<file path="config.mk">
export PLATFORM = sky130hd
export DESIGN_NAME = nand_timing_to_bus_cycles_flat
export DESIGN_NICKNAME = d
export VERILOG_FILES = /design/src/ntbc_pkg.sv /design/src/ntbc_if.sv /design/src/ntbc_div.sv /design/src/nand_timing_to_bus_cycles.sv /design/src/flat_wrapper.sv
export SDC_FILE = /design/constraint.sdc
export NUM_CORES = 2
export LEC_CHECK = 0
export BUFFER_PORTS_ARGS = -buffer_cell sky130_fd_sc_hd__buf_2
export CORE_AREA = 4 4 433 221
export CTS_BUF_LIST = sky130_fd_sc_hd__clkbuf_2
export DETAILED_ROUTE_END_ITERATION = 10
export DIE_AREA = 0 0 437 225
export GPL_ROUTABILITY_DRIVEN = 0
export PLACE_DENSITY = 0.71
export SLEW_MARGIN = 40
export SYNTH_ARGS = -nofsm -noshare
export SYNTH_HDL_FRONTEND = slang
export SYNTH_HIERARCHICAL = 1
export SYNTH_SLANG_ARGS = --single-unit
</file>
<file path="constraint.sdc">
create_clock -name clk -period 17.93 [get_ports clk]
set_clock_uncertainty 0.1 [all_clocks]
set_input_delay 0.8965 -clock clk [delete_from_list [all_inputs] [get_ports clk]]
set_output_delay 0.8965 -clock clk [all_outputs]
set_load 0.02 [all_outputs]
</file>
<file path="src/ntbc_pkg.sv">
// Shared constants, types and helper functions for the NAND timing to bus cycle converter.
package ntbc_pkg;

  // Width of a stored timing value in picoseconds.
  localparam int TIME_WIDTH = 20;

  // Port field widths.
  localparam int CP_W           = 10;
  localparam int IDX_W          = 5;
  localparam int TIMING_VALUE_W = 20;
  localparam int FIELD_CODE_W   = 4;
  localparam int ENC_W          = 9;
  localparam int STATUS_W       = 2;
  localparam int TDF_W          = 4;

  // The clock period in picoseconds is at most 1023 * 1000, which fits in 20 bits.
  localparam int PER_W = 20;
  // Dividend of the rounded-up division: timing plus period minus one.
  localparam int DIV_W = ((TIME_WIDTH > PER_W) ? TIME_WIDTH : PER_W) + 1;
  // The period is at least 1000 ps, so a count stays below 2^(TIME_WIDTH-9).
  localparam int CNT_W = TIME_WIDTH - 9;
  // Room for the sum of three counts.
  localparam int SUM_W = CNT_W + 2;
  localparam int DIV_CNT_W = $clog2(DIV_W + 1);

  localparam int NUM_TIMINGS = 21;
  localparam int NUM_STEPS   = 21;
  localparam int NUM_GROUPS  = 13;
  localparam int STEP_W      = $clog2(NUM_STEPS);
  localparam int GRP_W       = $clog2(NUM_GROUPS);

  localparam int unsigned EDO_LIMIT_PS = 30000;
  localparam int unsigned PS_PER_NS    = 1000;
  localparam int unsigned TDF_MAX      = 15;
  localparam logic [CP_W-1:0] CP_RESET = CP_W'(8);

  // Timing slots in load order.
  localparam int T_WP   = 0;
  localparam int T_CLS  = 1;
  localparam int T_CS   = 2;
  localparam int T_ALS  = 3;
  localparam int T_DS   = 4;
  localparam int T_CLH  = 5;
  localparam int T_CH   = 6;
  localparam int T_ALH  = 7;
  localparam int T_DH   = 8;
  localparam int T_WH   = 9;
  localparam int T_WC   = 10;
  localparam int T_REH  = 11;
  localparam int T_RHOH = 12;
  localparam int T_RHZ  = 13;
  localparam int T_RP   = 14;
  localparam int T_RC   = 15;
  localparam int T_CLR  = 16;
  localparam int T_ADL  = 17;
  localparam int T_AR   = 18;
  localparam int T_RR   = 19;
  localparam int T_WB   = 20;

  // Division groups: each is the maximum of one or more timings, rounded up to cycles.
  localparam int G_WPULSE = 0;
  localparam int G_WSETUP = 1;
  localparam int G_WHOLD  = 2;
  localparam int G_WC     = 3;
  localparam int G_RHOLD  = 4;
  localparam int G_RHZ    = 5;
  localparam int G_RPULSE = 6;
  localparam int G_RC     = 7;
  localparam int G_CLR    = 8;
  localparam int G_ADL    = 9;
  localparam int G_AR     = 10;
  localparam int G_RR     = 11;
  localparam int G_WB     = 12;

  // Commands.
  localparam logic CMD_LOAD    = 1'b0;
  localparam logic CMD_COMPUTE = 1'b1;

  // Result status codes.
  localparam logic [STATUS_W-1:0] ST_VALID   = 2'd0;
  localparam logic [STATUS_W-1:0] ST_EDO     = 2'd1;
  localparam logic [STATUS_W-1:0] ST_CHECKED = 2'd2;

  // Result field codes.
  localparam logic [FIELD_CODE_W-1:0] F_NWE_SETUP = 4'd0;
  localparam logic [FIELD_CODE_W-1:0] F_NWE_PULSE = 4'd1;
  localparam logic [FIELD_CODE_W-1:0] F_NWE_CYCLE = 4'd2;
  localparam logic [FIELD_CODE_W-1:0] F_NCS_WR    = 4'd3;
  localparam logic [FIELD_CODE_W-1:0] F_NRD_PULSE = 4'd4;
  localparam logic [FIELD_CODE_W-1:0] F_NRD_CYCLE = 4'd5;
  localparam logic [FIELD_CODE_W-1:0] F_NCS_RD    = 4'd6;
  localparam logic [FIELD_CODE_W-1:0] F_TDF       = 4'd7;
  localparam logic [FIELD_CODE_W-1:0] F_TCLR      = 4'd8;
  localparam logic [FIELD_CODE_W-1:0] F_TADL      = 4'd9;
  localparam logic [FIELD_CODE_W-1:0] F_TAR       = 4'd10;
  localparam logic [FIELD_CODE_W-1:0] F_TRR       = 4'd11;
  localparam logic [FIELD_CODE_W-1:0] F_TWB       = 4'd12;

  typedef logic [CNT_W-1:0] count_t;
  typedef logic [SUM_W-1:0] sum_t;

  typedef struct packed {
    logic             start;
    logic [DIV_W-1:0] dividend;
    logic [PER_W-1:0] divisor;
  } div_req_t;

  typedef struct packed {
    logic   busy;
    logic   done;
    count_t quotient;
  } div_rsp_t;

  // Timing slot read at each accumulation step.
  function automatic logic [IDX_W-1:0] step_timing(logic [STEP_W-1:0] step);
    logic [IDX_W-1:0] idx;
    unique case (step)
      5'd0:    idx = IDX_W'(T_WP);
      5'd1:    idx = IDX_W'(T_CLS);
      5'd2:    idx = IDX_W'(T_CS);
      5'd3:    idx = IDX_W'(T_ALS);
      5'd4:    idx = IDX_W'(T_DS);
      5'd5:    idx = IDX_W'(T_CLH);
      5'd6:    idx = IDX_W'(T_CH);
      5'd7:    idx = IDX_W'(T_ALH);
      5'd8:    idx = IDX_W'(T_DH);
      5'd9:    idx = IDX_W'(T_WH);
      5'd10:   idx = IDX_W'(T_WC);
      5'd11:   idx = IDX_W'(T_REH);
      5'd12:   idx = IDX_W'(T_RHOH);
      5'd13:   idx = IDX_W'(T_RHZ);
      5'd14:   idx = IDX_W'(T_RP);
      5'd15:   idx = IDX_W'(T_RC);
      5'd16:   idx = IDX_W'(T_CLR);
      5'd17:   idx = IDX_W'(T_ADL);
      5'd18:   idx = IDX_W'(T_AR);
      5'd19:   idx = IDX_W'(T_RR);
      5'd20:   idx = IDX_W'(T_WB);
      default: idx = IDX_W'(T_WP);
    endcase
    return idx;
  endfunction

  // True on the last step of a division group.
  function automatic logic step_ends_group(logic [STEP_W-1:0] step);
    logic ends;
    case (step) inside
      5'd1, 5'd2, 5'd3, 5'd5, 5'd6, 5'd7, 5'd8, 5'd11: ends = 1'b0;
      default:                                         ends = 1'b1;
    endcase
    return ends;
  endfunction

  // Split msb/lsb encoding with saturation; the msb weight is 2^fshift.
  function automatic logic [ENC_W-1:0] encode_count(sum_t n, int unsigned pos,
                                                    int unsigned width,
                                                    int unsigned fshift);
    sum_t lmask;
    sum_t mmask;
    sum_t msb;
    sum_t lsb;
    lmask = (SUM_W'(1) << pos) - SUM_W'(1);
    mmask = (SUM_W'(1) << width) - SUM_W'(1);
    msb   = n >> fshift;
    lsb   = n & ((SUM_W'(1) << fshift) - SUM_W'(1));
    if (lsb > lmask) begin
      lsb = '0;
      msb = msb + SUM_W'(1);
    end
    if (msb > mmask) begin
      msb = mmask;
      lsb = lmask;
    end
    return ENC_W'((msb << pos) | lsb);
  endfunction

  function automatic logic [ENC_W-1:0] enc_setup(sum_t n);
    return encode_count(n, 5, 1, 7);
  endfunction

  function automatic logic [ENC_W-1:0] enc_pulse(sum_t n);
    return encode_count(n, 6, 1, 8);
  endfunction

  function automatic logic [ENC_W-1:0] enc_cycle(sum_t n);
    return encode_count(n, 7, 2, 8);
  endfunction

  function automatic logic [ENC_W-1:0] enc_timing(sum_t n);
    return encode_count(n, 3, 1, 6);
  endfunction

endpackage

</file>
<file path="src/ntbc_if.sv">
// Valid/ready channel interfaces for the timing input and the encoded result output.
interface ntbc_in_if import ntbc_pkg::*; ();
  logic                      valid;
  logic                      ready;
  logic                      cmd;
  logic [IDX_W-1:0]          timing_index;
  logic [TIMING_VALUE_W-1:0] timing_value;
  logic                      check_only;

  modport source (output valid, cmd, timing_index, timing_value, check_only, input ready);
  modport sink   (input valid, cmd, timing_index, timing_value, check_only, output ready);
endinterface

interface ntbc_out_if import ntbc_pkg::*; ();
  logic                    valid;
  logic                    ready;
  logic [FIELD_CODE_W-1:0] field_code;
  logic [ENC_W-1:0]        encoded_value;
  logic [STATUS_W-1:0]     status;
  logic                    last;

  modport source (output valid, field_code, encoded_value, status, last, input ready);
  modport sink   (input valid, field_code, encoded_value, status, last, output ready);
endinterface

</file>
<file path="src/ntbc_div.sv">
// Shared restoring divider, one quotient bit per cycle.
module ntbc_div import ntbc_pkg::*; (
  input  logic     clk,
  input  logic     rst,
  input  div_req_t req,
  output div_rsp_t rsp
);

  logic [PER_W-1:0]     rem;
  logic [PER_W-1:0]     dvs;
  logic [DIV_W-1:0]     dvd;
  count_t               quo;
  logic [DIV_CNT_W-1:0] cnt;
  logic                 busy;
  logic                 done;
  logic [PER_W:0]       trial;
  logic [PER_W:0]       trial_sub;
  logic                 fits;

  // Bring down the next dividend bit and try the subtraction.
  assign trial     = {rem, dvd[DIV_W-1]};
  assign trial_sub = trial - {1'b0, dvs};
  assign fits      = trial >= {1'b0, dvs};

  always_ff @(posedge clk) begin
    if (rst) begin
      busy <= 1'b0;
      done <= 1'b0;
    end else begin
      done <= 1'b0;
      if (req.start) begin
        busy <= 1'b1;
        rem  <= '0;
        dvs  <= req.divisor;
        dvd  <= req.dividend;
        quo  <= '0;
        cnt  <= DIV_CNT_W'(DIV_W);
      end else if (busy) begin
        rem <= fits ? trial_sub[PER_W-1:0] : trial[PER_W-1:0];
        dvd <= {dvd[DIV_W-2:0], 1'b0};
        quo <= {quo[CNT_W-2:0], fits};
        cnt <= cnt - DIV_CNT_W'(1);
        if (cnt == DIV_CNT_W'(1)) begin
          busy <= 1'b0;
          done <= 1'b1;
        end
      end
    end
  end

  assign rsp.busy     = busy;
  assign rsp.done     = done;
  assign rsp.quotient = quo;

endmodule

</file>
<file path="src/nand_timing_to_bus_cycles.sv">
// NAND SDR timing to static-memory bus cycle converter, top level.
// A load transaction (cmd 0) stores one timing value in picoseconds into one of 21 slots; an
// index above 20 is ignored. A compute transaction (cmd 1) first checks the stored read cycle
// time: below 30 ns one result with status 1 (EDO unsupported) is returned, otherwise with
// check_only set one result with status 2. A full compute returns 13 result transactions,
// field codes 0 to 12 in order, with last set on the final one. It steps through the 21 stored
// timings to take the maximum of each of the 13 groups; after each group the single shared
// divider rounds that maximum up to clock cycles at one quotient bit a cycle, and the finishing
// states S_FIN1 to S_FIN3 then derive the combined counts before the results are sent. The
// input is not ready while a compute is in progress. The clock period register is read as whole
// nanoseconds, a zero being taken as 1 ns, and should only be written while the block is idle.
module nand_timing_to_bus_cycles import ntbc_pkg::*; (
  input  logic            clk,
  input  logic            rst,
  input  logic            cfg_wr_en,
  input  logic [CP_W-1:0] cfg_wr_data,
  ntbc_in_if.sink         item,
  ntbc_out_if.source      result
);

  typedef enum logic [2:0] {
    S_IDLE,
    S_ACC,
    S_LAUNCH,
    S_WAIT,
    S_FIN1,
    S_FIN2,
    S_FIN3,
    S_EMIT
  } state_t;

  state_t state;

  // Configuration and timing store.
  logic [CP_W-1:0]       clock_period_ns;
  logic [CP_W-1:0]       cp_eff;
  logic [TIME_WIDTH-1:0] store [NUM_TIMINGS];
  logic [TIME_WIDTH-1:0] rd;
  logic                  rc_short;
  logic                  item_acc;

  // Sequencer registers.
  logic [PER_W-1:0]      period;
  logic [STEP_W-1:0]     step;
  logic [GRP_W-1:0]      grp;
  logic                  first;
  logic [TIME_WIDTH-1:0] acc;
  count_t                cyc [NUM_GROUPS];
  logic [STATUS_W-1:0]   mode;
  logic [FIELD_CODE_W-1:0] k;

  // Derived counts.
  sum_t             wsetup_r;
  sum_t             wsum_r;
  sum_t             wcycle_r;
  sum_t             rsum_r;
  sum_t             rcycle_r;
  logic [TDF_W-1:0] tdf_r;
  count_t           tdf_diff;
  logic [TDF_W-1:0] tdf_clamped;

  // Output register.
  logic                    out_valid;
  logic [FIELD_CODE_W-1:0] out_code;
  logic [ENC_W-1:0]        out_enc;
  logic [STATUS_W-1:0]     out_status;
  logic                    out_last;
  logic [ENC_W-1:0]        emit_enc;
  logic                    emit_last;
  logic                    out_free;

  div_req_t div_req;
  div_rsp_t div_rsp;

  ntbc_div u_div (
    .clk (clk),
    .rst (rst),
    .req (div_req),
    .rsp (div_rsp)
  );

  assign item.ready = (state == S_IDLE);
  assign item_acc   = item.valid && item.ready;

  // A zero period is taken as one nanosecond.
  assign cp_eff   = (clock_period_ns == '0) ? CP_W'(1) : clock_period_ns;
  assign rc_short = store[T_RC] < TIME_WIDTH'(EDO_LIMIT_PS);
  assign rd       = store[step_timing(step)];

  // The divider rounds up: it is given the group maximum plus the period less one.
  assign div_req.start    = (state == S_LAUNCH);
  assign div_req.dividend = DIV_W'(acc) + DIV_W'(period) - DIV_W'(1);
  assign div_req.divisor  = period;

  // TDF is the data float count after the read hold, clamped to the range 1 to 15.
  assign tdf_diff = (cyc[G_RHZ] > cyc[G_RHOLD]) ? (cyc[G_RHZ] - cyc[G_RHOLD]) : '0;
  always_comb begin
    if (tdf_diff > CNT_W'(TDF_MAX)) begin
      tdf_clamped = TDF_W'(TDF_MAX);
    end else if (tdf_diff == '0) begin
      tdf_clamped = TDF_W'(1);
    end else begin
      tdf_clamped = tdf_diff[TDF_W-1:0];
    end
  end

  // Select and encode the count for the field being sent.
  always_comb begin
    unique case (k)
      F_NWE_SETUP: emit_enc = enc_setup(wsetup_r);
      F_NWE_PULSE: emit_enc = enc_pulse(SUM_W'(cyc[G_WPULSE]));
      F_NWE_CYCLE: emit_enc = enc_cycle(wcycle_r);
      F_NCS_WR:    emit_enc = enc_pulse(wcycle_r);
      F_NRD_PULSE: emit_enc = enc_pulse(SUM_W'(cyc[G_RPULSE]));
      F_NRD_CYCLE: emit_enc = enc_cycle(rcycle_r);
      F_NCS_RD:    emit_enc = enc_pulse(rcycle_r);
      F_TDF:       emit_enc = ENC_W'(tdf_r);
      F_TCLR:      emit_enc = enc_timing(SUM_W'(cyc[G_CLR]));
      F_TADL:      emit_enc = enc_timing(SUM_W'(cyc[G_ADL]));
      F_TAR:       emit_enc = enc_timing(SUM_W'(cyc[G_AR]));
      F_TRR:       emit_enc = enc_timing(SUM_W'(cyc[G_RR]));
      F_TWB:       emit_enc = enc_timing(SUM_W'(cyc[G_WB]));
      default:     emit_enc = '0;
    endcase
  end

  assign emit_last = (mode != ST_VALID) || (k == F_TWB);
  assign out_free  = !out_valid || result.ready;

  // Configuration register.
  always_ff @(posedge clk) begin
    if (rst) begin
      clock_period_ns <= CP_RESET;
    end else if (cfg_wr_en) begin
      clock_period_ns <= cfg_wr_data;
    end
  end

  // Timing store; slots above the last timing are not written.
  always_ff @(posedge clk) begin
    if (rst) begin
      for (int i = 0; i < NUM_TIMINGS; i++) begin
        store[i] <= '0;
      end
    end else if (item_acc && item.cmd == CMD_LOAD &&
                 item.timing_index < IDX_W'(NUM_TIMINGS)) begin
      store[item.timing_index] <= TIME_WIDTH'(item.timing_value);
    end
  end

  // Sequencer and output register.
  always_ff @(posedge clk) begin
    if (rst) begin
      state     <= S_IDLE;
      out_valid <= 1'b0;
      step      <= '0;
      grp       <= '0;
      k         <= '0;
      first     <= 1'b1;
      mode      <= ST_VALID;
    end else begin
      // The output register empties when taken, unless a new transaction is loaded into it.
      if (result.ready && !(state == S_EMIT && out_free)) begin
        out_valid <= 1'b0;
      end
      unique case (state)
        S_IDLE: begin
          if (item_acc && item.cmd == CMD_COMPUTE) begin
            period <= PER_W'(cp_eff) * PER_W'(PS_PER_NS);
            k      <= '0;
            if (rc_short) begin
              mode  <= ST_EDO;
              state <= S_EMIT;
            end else if (item.check_only) begin
              mode  <= ST_CHECKED;
              state <= S_EMIT;
            end else begin
              mode  <= ST_VALID;
              step  <= '0;
              grp   <= '0;
              first <= 1'b1;
              state <= S_ACC;
            end
          end
        end
        S_ACC: begin
          acc   <= (first || rd > acc) ? rd : acc;
          step  <= step + STEP_W'(1);
          first <= step_ends_group(step);
          if (step_ends_group(step)) begin
            state <= S_LAUNCH;
          end
        end
        S_LAUNCH: begin
          state <= S_WAIT;
        end
        S_WAIT: begin
          if (div_rsp.done) begin
            cyc[grp] <= div_rsp.quotient;
            if (grp == GRP_W'(NUM_GROUPS - 1)) begin
              state <= S_FIN1;
            end else begin
              grp   <= grp + GRP_W'(1);
              state <= S_ACC;
            end
          end
        end
        S_FIN1: begin
          wsetup_r <= (cyc[G_WSETUP] > cyc[G_WPULSE]) ?
                      SUM_W'(cyc[G_WSETUP] - cyc[G_WPULSE]) : '0;
          rsum_r   <= SUM_W'(cyc[G_RHOLD]) + SUM_W'(cyc[G_RPULSE]);
          tdf_r    <= tdf_clamped;
          state    <= S_FIN2;
        end
        S_FIN2: begin
          wsum_r   <= SUM_W'(cyc[G_WPULSE]) + wsetup_r + SUM_W'(cyc[G_WHOLD]);
          rcycle_r <= (rsum_r > SUM_W'(cyc[G_RC])) ? rsum_r : SUM_W'(cyc[G_RC]);
          state    <= S_FIN3;
        end
        S_FIN3: begin
          wcycle_r <= (wsum_r > SUM_W'(cyc[G_WC])) ? wsum_r : SUM_W'(cyc[G_WC]);
          k        <= '0;
          state    <= S_EMIT;
        end
        S_EMIT: begin
          if (out_free) begin
            out_valid  <= 1'b1;
            out_code   <= (mode == ST_VALID) ? k : F_NWE_SETUP;
            out_enc    <= (mode == ST_VALID) ? emit_enc : '0;
            out_status <= mode;
            out_last   <= emit_last;
            if (emit_last) begin
              state <= S_IDLE;
            end else begin
              k <= k + FIELD_CODE_W'(1);
            end
          end
        end
        default: begin
          state <= S_IDLE;
        end
      endcase
    end
  end

  assign result.valid         = out_valid;
  assign result.field_code    = out_code;
  assign result.encoded_value = out_enc;
  assign result.status        = out_status;
  assign result.last          = out_last;

  // The shared divider is only started once the previous division has finished.
  ap_div_start_idle: assert property (@(posedge clk) disable iff (rst)
    div_req.start |-> !div_rsp.busy)
    else $error("divider started while busy");

  // A quotient is only ever delivered while the sequencer is waiting for it.
  ap_div_done_wait: assert property (@(posedge clk) disable iff (rst)
    div_rsp.done |-> state == S_WAIT)
    else $error("divider result arrived outside the wait state");

  // A status-only result is a lone, final, zero-valued transaction.
  ap_status_single: assert property (@(posedge clk) disable iff (rst)
    result.valid && result.status != ST_VALID |->
      result.last && result.field_code == F_NWE_SETUP && result.encoded_value == '0)
    else $error("malformed status result");

  // A full run ends on the write-busy field.
  ap_last_field: assert property (@(posedge clk) disable iff (rst)
    result.valid && result.last && result.status == ST_VALID |-> result.field_code == F_TWB)
    else $error("compute run ended on the wrong field");

  // TDF never reaches the output as zero.
  ap_tdf_nonzero: assert property (@(posedge clk) disable iff (rst)
    state == S_EMIT && mode == ST_VALID |-> tdf_r != '0)
    else $error("TDF count outside its clamp");

endmodule

</file>
<file path="src/flat_wrapper.sv">
// flat-port wrapper written by rule: the top's interface ports become plain ports
module nand_timing_to_bus_cycles_flat import ntbc_pkg::*;
  (clk, rst, cfg_wr_en, cfg_wr_data, item_valid, item_cmd, item_timing_index, item_timing_value, item_check_only, item_ready, result_valid, result_field_code, result_encoded_value, result_status, result_last, result_ready);
  ntbc_in_if item_i ();
  ntbc_out_if result_i ();
  input  logic clk;
  input  logic rst;
  input  logic cfg_wr_en;
  input  logic [CP_W-1:0] cfg_wr_data;
  input wire logic [$bits(item_i.valid)-1:0] item_valid;
  input wire logic [$bits(item_i.cmd)-1:0] item_cmd;
  input wire logic [$bits(item_i.timing_index)-1:0] item_timing_index;
  input wire logic [$bits(item_i.timing_value)-1:0] item_timing_value;
  input wire logic [$bits(item_i.check_only)-1:0] item_check_only;
  output wire logic [$bits(item_i.ready)-1:0] item_ready;
  output wire logic [$bits(result_i.valid)-1:0] result_valid;
  output wire logic [$bits(result_i.field_code)-1:0] result_field_code;
  output wire logic [$bits(result_i.encoded_value)-1:0] result_encoded_value;
  output wire logic [$bits(result_i.status)-1:0] result_status;
  output wire logic [$bits(result_i.last)-1:0] result_last;
  input wire logic [$bits(result_i.ready)-1:0] result_ready;
  assign item_i.valid = item_valid;
  assign item_i.cmd = item_cmd;
  assign item_i.timing_index = item_timing_index;
  assign item_i.timing_value = item_timing_value;
  assign item_i.check_only = item_check_only;
  assign item_ready = item_i.ready;
  assign result_valid = result_i.valid;
  assign result_field_code = result_i.field_code;
  assign result_encoded_value = result_i.encoded_value;
  assign result_status = result_i.status;
  assign result_last = result_i.last;
  assign result_i.ready = result_ready;
  nand_timing_to_bus_cycles u_core (.clk(clk), .rst(rst), .cfg_wr_en(cfg_wr_en), .cfg_wr_data(cfg_wr_data), .item(item_i), .result(result_i));
endmodule
</file>
# After elaboration in Yosys (flattened, before gate mapping)
# Memory sizes are Yosys's and may differ from the RTL's. A register that Yosys moved wholly into a read port is not among the register bits.
# Cells that the tools add are included.
op_classes:
  add_sub_neg: 22
  mul: 1
  magnitude_cmp: 33
  n_eq_ne: 38
  n_mux: 149
  bitwise_logic: 15
  n_reduce_logical: 38
op_table:
  columns: ["cell", "count"]
  rows:
  - ["$mux W13", 22]
  - ["$mux W6", 22]
  - ["$gt A13 B1 Y1 const B", 10]
  - ["$pmux W9 S13", 1]
  - ["$mux W9", 12]
  - ["$or A9 B9 Y9", 12]
  - ["$mux W8", 12]
  - ["$mux W20", 3]
  - ["$mux W3", 16]
  - ["$mux W11", 4]
  - ["$mux W4", 11]
  - ["$mux W21", 2]
  - ["$add A5 B1 Y6 const B", 6]
  - ["$mux W5", 7]
  - ["$gt A8 B6 Y1 const B", 4]
  - ["$gt A6 B3 Y1 const B", 5]
  - ["$gt A13 B2 Y1 const B", 2]
  - ["$eq A4 B4 Y1 const B", 6]
  - ["$pmux W3 S8", 1]
  - ["$mux W1", 23]
  - ["$gt A11 B11 Y1", 2]
  - ["$add A20 B20 Y21", 1]
  - ["$ge A21 B20 Y1", 1]
  - ["$sub A21 B1 Y21 const B", 1]
  - ["60 further kinds", 110]
word_totals:
  register_bits: 226
  ram_bits: 563
  romBits: 160
  inputBits: 42
  output_inout_bits: 18
  wordCells: 329
  mem_count: 3
memory_table:
  columns: ["memory", "depth", "width", "rd", "rd_ports_with_merged_regs", "write_ports", "line_no", "rtl"]
  rows:
  - ["u_core.store", 21, 20, 2, 0, 21, "nand_timing_to_bus_cycles.sv:37", "logic [TIME_WIDTH-1:0] store [NUM_TIMINGS];"]
  - ["(no name shown)", 32, 5, 1, 1, 0, "ntbc_pkg.sv:117", "unique case (step)"]
  - ["u_core.cyc", 13, 11, 13, 0, 1, "nand_timing_to_bus_cycles.sv:48", "count_t cyc [NUM_GROUPS];"]

# Depth between registers and ports, before layout
depth:
  depth_word: 9
  depth_mapped: 21
  ltp_nobuf: 21

# Modules after synthesis
# The synthesis kept the hierarchy.
modules_own_cells:
  columns: ["mod", "n_inst", "cells_each", "area_per_inst_um2", "seq_area_each_um2"]
  rows:
  - ["nand_timing_to_bus_cycles", 1, 3188, 45830.2, 27786.6]
  - ["ntbc_div", 1, 381, 4400.5, 2352.3]

# Worst setup path after synthesis
# Ideal clock, no wire load.
synth_path:
  kind: "reg2reg"
  startpoint: "reg with a tool-made name"
  endpoint: "reg u_core.acc[0] (enable)"
  setup_time_ns: 0.507
  t_arrival_ns: 6.586
  t_required_ns: 17.323
  path_slack_ns: 10.737
  stages_incl_launch_ff: 13
  n_path_buf: 2
  synth_period_minus_slack_ns: 7.193
  path_cell_list: "dfxtp_1 -> clkbuf_1 -> buf_1 -> mux4_2 -> mux4_2 -> mux2_2 -> ha_1 -> nand4_1 -> nor4_1 -> o21ai_0 -> o2111ai_1 -> a21oi_1 -> a2111oi_0"
synth_lines:
  columns: ["element", "line_no", "rtl"]
  rows:
  - ["to (signal assigned)", "nand_timing_to_bus_cycles.sv:187", "acc <= (first || rd > acc) ? rd : acc;"]
  - ["to (decl)", "nand_timing_to_bus_cycles.sv:47", "logic [TIME_WIDTH-1:0] acc;"]

==> summary.md <==
| Metric | Value |
|---|---|
| Post-synthesis average cell area | `14.1 sq um` |
| Post-Syn Area | `about 50000 sq um` |
| Die H | `approximately 230 microns` |
| F_max | `between 150 and 200 MHz` |
| CP endpoint kind | `flop` |
| Global-route wire length before repair | `about 190000 microns` |
| Slew headroom | `0.310` |
| Clock Tree Root | `clkbuf_2` |
| CTS tree | `done` |
| Synth warnings | `6` |
| Reg clk slew, reported paths | `around 110 ps` |
| DIE AREA | `about 98000 sq um` |
| GRT overflow | `0` |
| Total CTS buffers | `217` |
| Final Max Slew Viols | `0` |
| Routed wire length | `129000 microns` |
| Clock sink count | `roughly 1000` |
| Register Area | `30200 sq um` |
| Clk Latency, worst-skew pair | `1580 ps` |
| Slew @ Worst Pin | `approximately 1000 ps` |
| HP Class | `in -> reg` |
| Critical path class | `reg -> reg` |
| Tmin final | `5980 ps` |
| Pin count of the biggest net entering global routing | `between 50 and 60` |
| # fillers | `just over 7000` |
| Chip width | `between 400 and 500 microns` |
| Ports | `60` |
| IO Port Bufs | `59` |
| Max FO, Critical Path | `44` |
| Initial antenna violation count | `7` |
| Vias | `31820` |
| Initial DRC Count | `4400` |
| CTS H-tree depth | `4` |
| Vias in the first global route | `30588` |
| Startpoint Class | `flop` |
| Post-cts gate resize count | `0` |
| Dpl hpwl | `around 86000 microns` |
| Row cnt | `between 70 and 80` |
| Setup ws final | `11950 ps` |
| Maximum capacitance violations | `0` |
| Area Growth Syn to Fin | `12.2%` |
| Critical path arrival | `approximately 7100 ps` |
| # DRC | `0` |
| Pwr Density | `103 nW/um^2` |
| Drt pass-1 iters | `9` |
| Starting Density | `0.545` |
| Status | `finished, final reports clean` |
| Core ar. | `between 90000 and 100000 sq um` |
| Fin nets | `between 4000 and 5000` |
| Pre-CTS setup slack | `around 12000 ps` |
| Max VDD drop | `about 0.000067 V` |
| Total GRT Usage | `0.265` |
| RSZ-0062 raised after global routing | `false` |
| Multi-input logic area | `about 20000 sq um` |
| Final Hold Fails | `0` |
| Final Cycle Share | `0.333` |
| Post-CTS setup buffers | `0` |
| Via density | `a little under 6` |
| Post-CTS Hold Buffers | `78` |
| Gate Count Post-Synth | `3568` |
| Antenna viol nets, final | `0` |
| CTS max path bufs | `3` |
| WHS | `roughly 260 ps` |
| Share of layout cells above drive strength 1 | `0.202` |
| Setup violators final | `0` |
| Setup TNS | `0 ps` |
| Reg2reg setup slack | `roughly 12000 ps` |
| WL/cell | `23.6 microns` |
| Worst Path Required | `19070 ps` |
| P_leak | `between 0.02 and 0.025 uW` |
==> power by group <==
group / internal [uW] / switching, uW
logic: 621 / 768
clock network: 541 / 937
registers: 2820 / 131
total: 3980 / 1840
==> per-layer routing <==
| metal | vias up | wire length (microns) | track usage |
|---|---|---|---|
| met4 | 0 | 2470 | 0.0705 |
| met3 | 192 | 17700 | 0.0905 |
| met2 | 1838 | 50000 | 0.341 |
| li1 | 14177 | - | - |
| met5 | - | 0 | 0 |
| met1 | 15613 | 59000 | 0.424 |
==> critical path, cell delays in order, from the launching register on <==
cell and delay, ps:
dfxtp_4 850, buf_6 590, buf_6 560, mux4_2 590, mux4_2 560, mux2_2 320
ha_1 290, nand4_1 140, nor4_1 470, o21ai_0 170, o2111ai_1 130, a21oi_1 70
a2111oi_2 390, buf_4 280
==> registers in the layout, indices dropped and copies added, names as in the netlist, 13 cells and up, named ones only <==
signal and cells:
u_core/period 17, u_core/acc 20, u_core/wsum_r 13, u_core/u_div/rem 20
u_core/u_div/dvs 20, u_core/cyc 143, u_core/wcycle_r 13, u_core/store 640
u_core/u_div/dvd 21
==> final timing paths <==
path	start	endpoint	cells past startpoint
hold / removal	item_timing_value[0]	u_core/store[29][0]$_DFFE_PP_	2
hold reg to reg	u_core/period[11]$_DFFE_PP_	u_core/u_div/dvs[11]$_DFFE_PP_	0
setup / recovery	flop	u_core/acc[13]$_DFFE_PP_	13
setup reg to reg	flop	u_core/acc[13]$_DFFE_PP_	13
==> metrics by stage <==
stage,instances,power (uW),area [sq um],utilization
3_3_place_gp,4968,4300,52900,0.574
3_5_place_dp,5002,4350,53400,0.580
4_1_cts,5466,5850,56200,0.610
2_1_floorplan,3790,3950,51100,-
5_1_grt,5476,6150,56300,0.611
6_report,5483,5820,56300,0.612
==> final cells by class <==
type | count | area share
Timing Repair Buffer | 224 | 0.0360
Sequential cell | 1016 | 0.535
Clock buffer | 321 | 0.0285
Antenna cell | 11 | 0.000489
Tap cell | 1255 | 0.0279
Clock inverter | 65 | 0.00706
Multi-Input combinational cell | 2338 | 0.348
Inverter | 253 | 0.0169
==> cell usage in the layout (no fill, tap or decap), types with 17 or more instances in the layout <==
cell / count
clkbuf_2: 321
mux2_2: 62
nand3_1: 53
buf_8: 22
nor2_2: 22
edfxtp_1: 979
and2_1: 439
buf_4: 46
xor2_1: 29
o21ai_4: 17
nand4_1: 23
nor3_1: 61
nor2_1: 151
nand2_1: 113
inv_1: 253
conb_1: 223
o21ai_0: 66
ha_1: 211
a31oi_1: 22
o21a_1: 26
buf_2: 59
dlygate4sd3_1: 81
mux4_2: 200
nand2b_1: 19
a21o_1: 35
xnor2_1: 55
dfxtp_1: 32
clkinv_1: 41
nor2b_1: 36
fa_1: 44
a21oi_1: 137
Note: power is estimated with default switching activity, not from simulation.
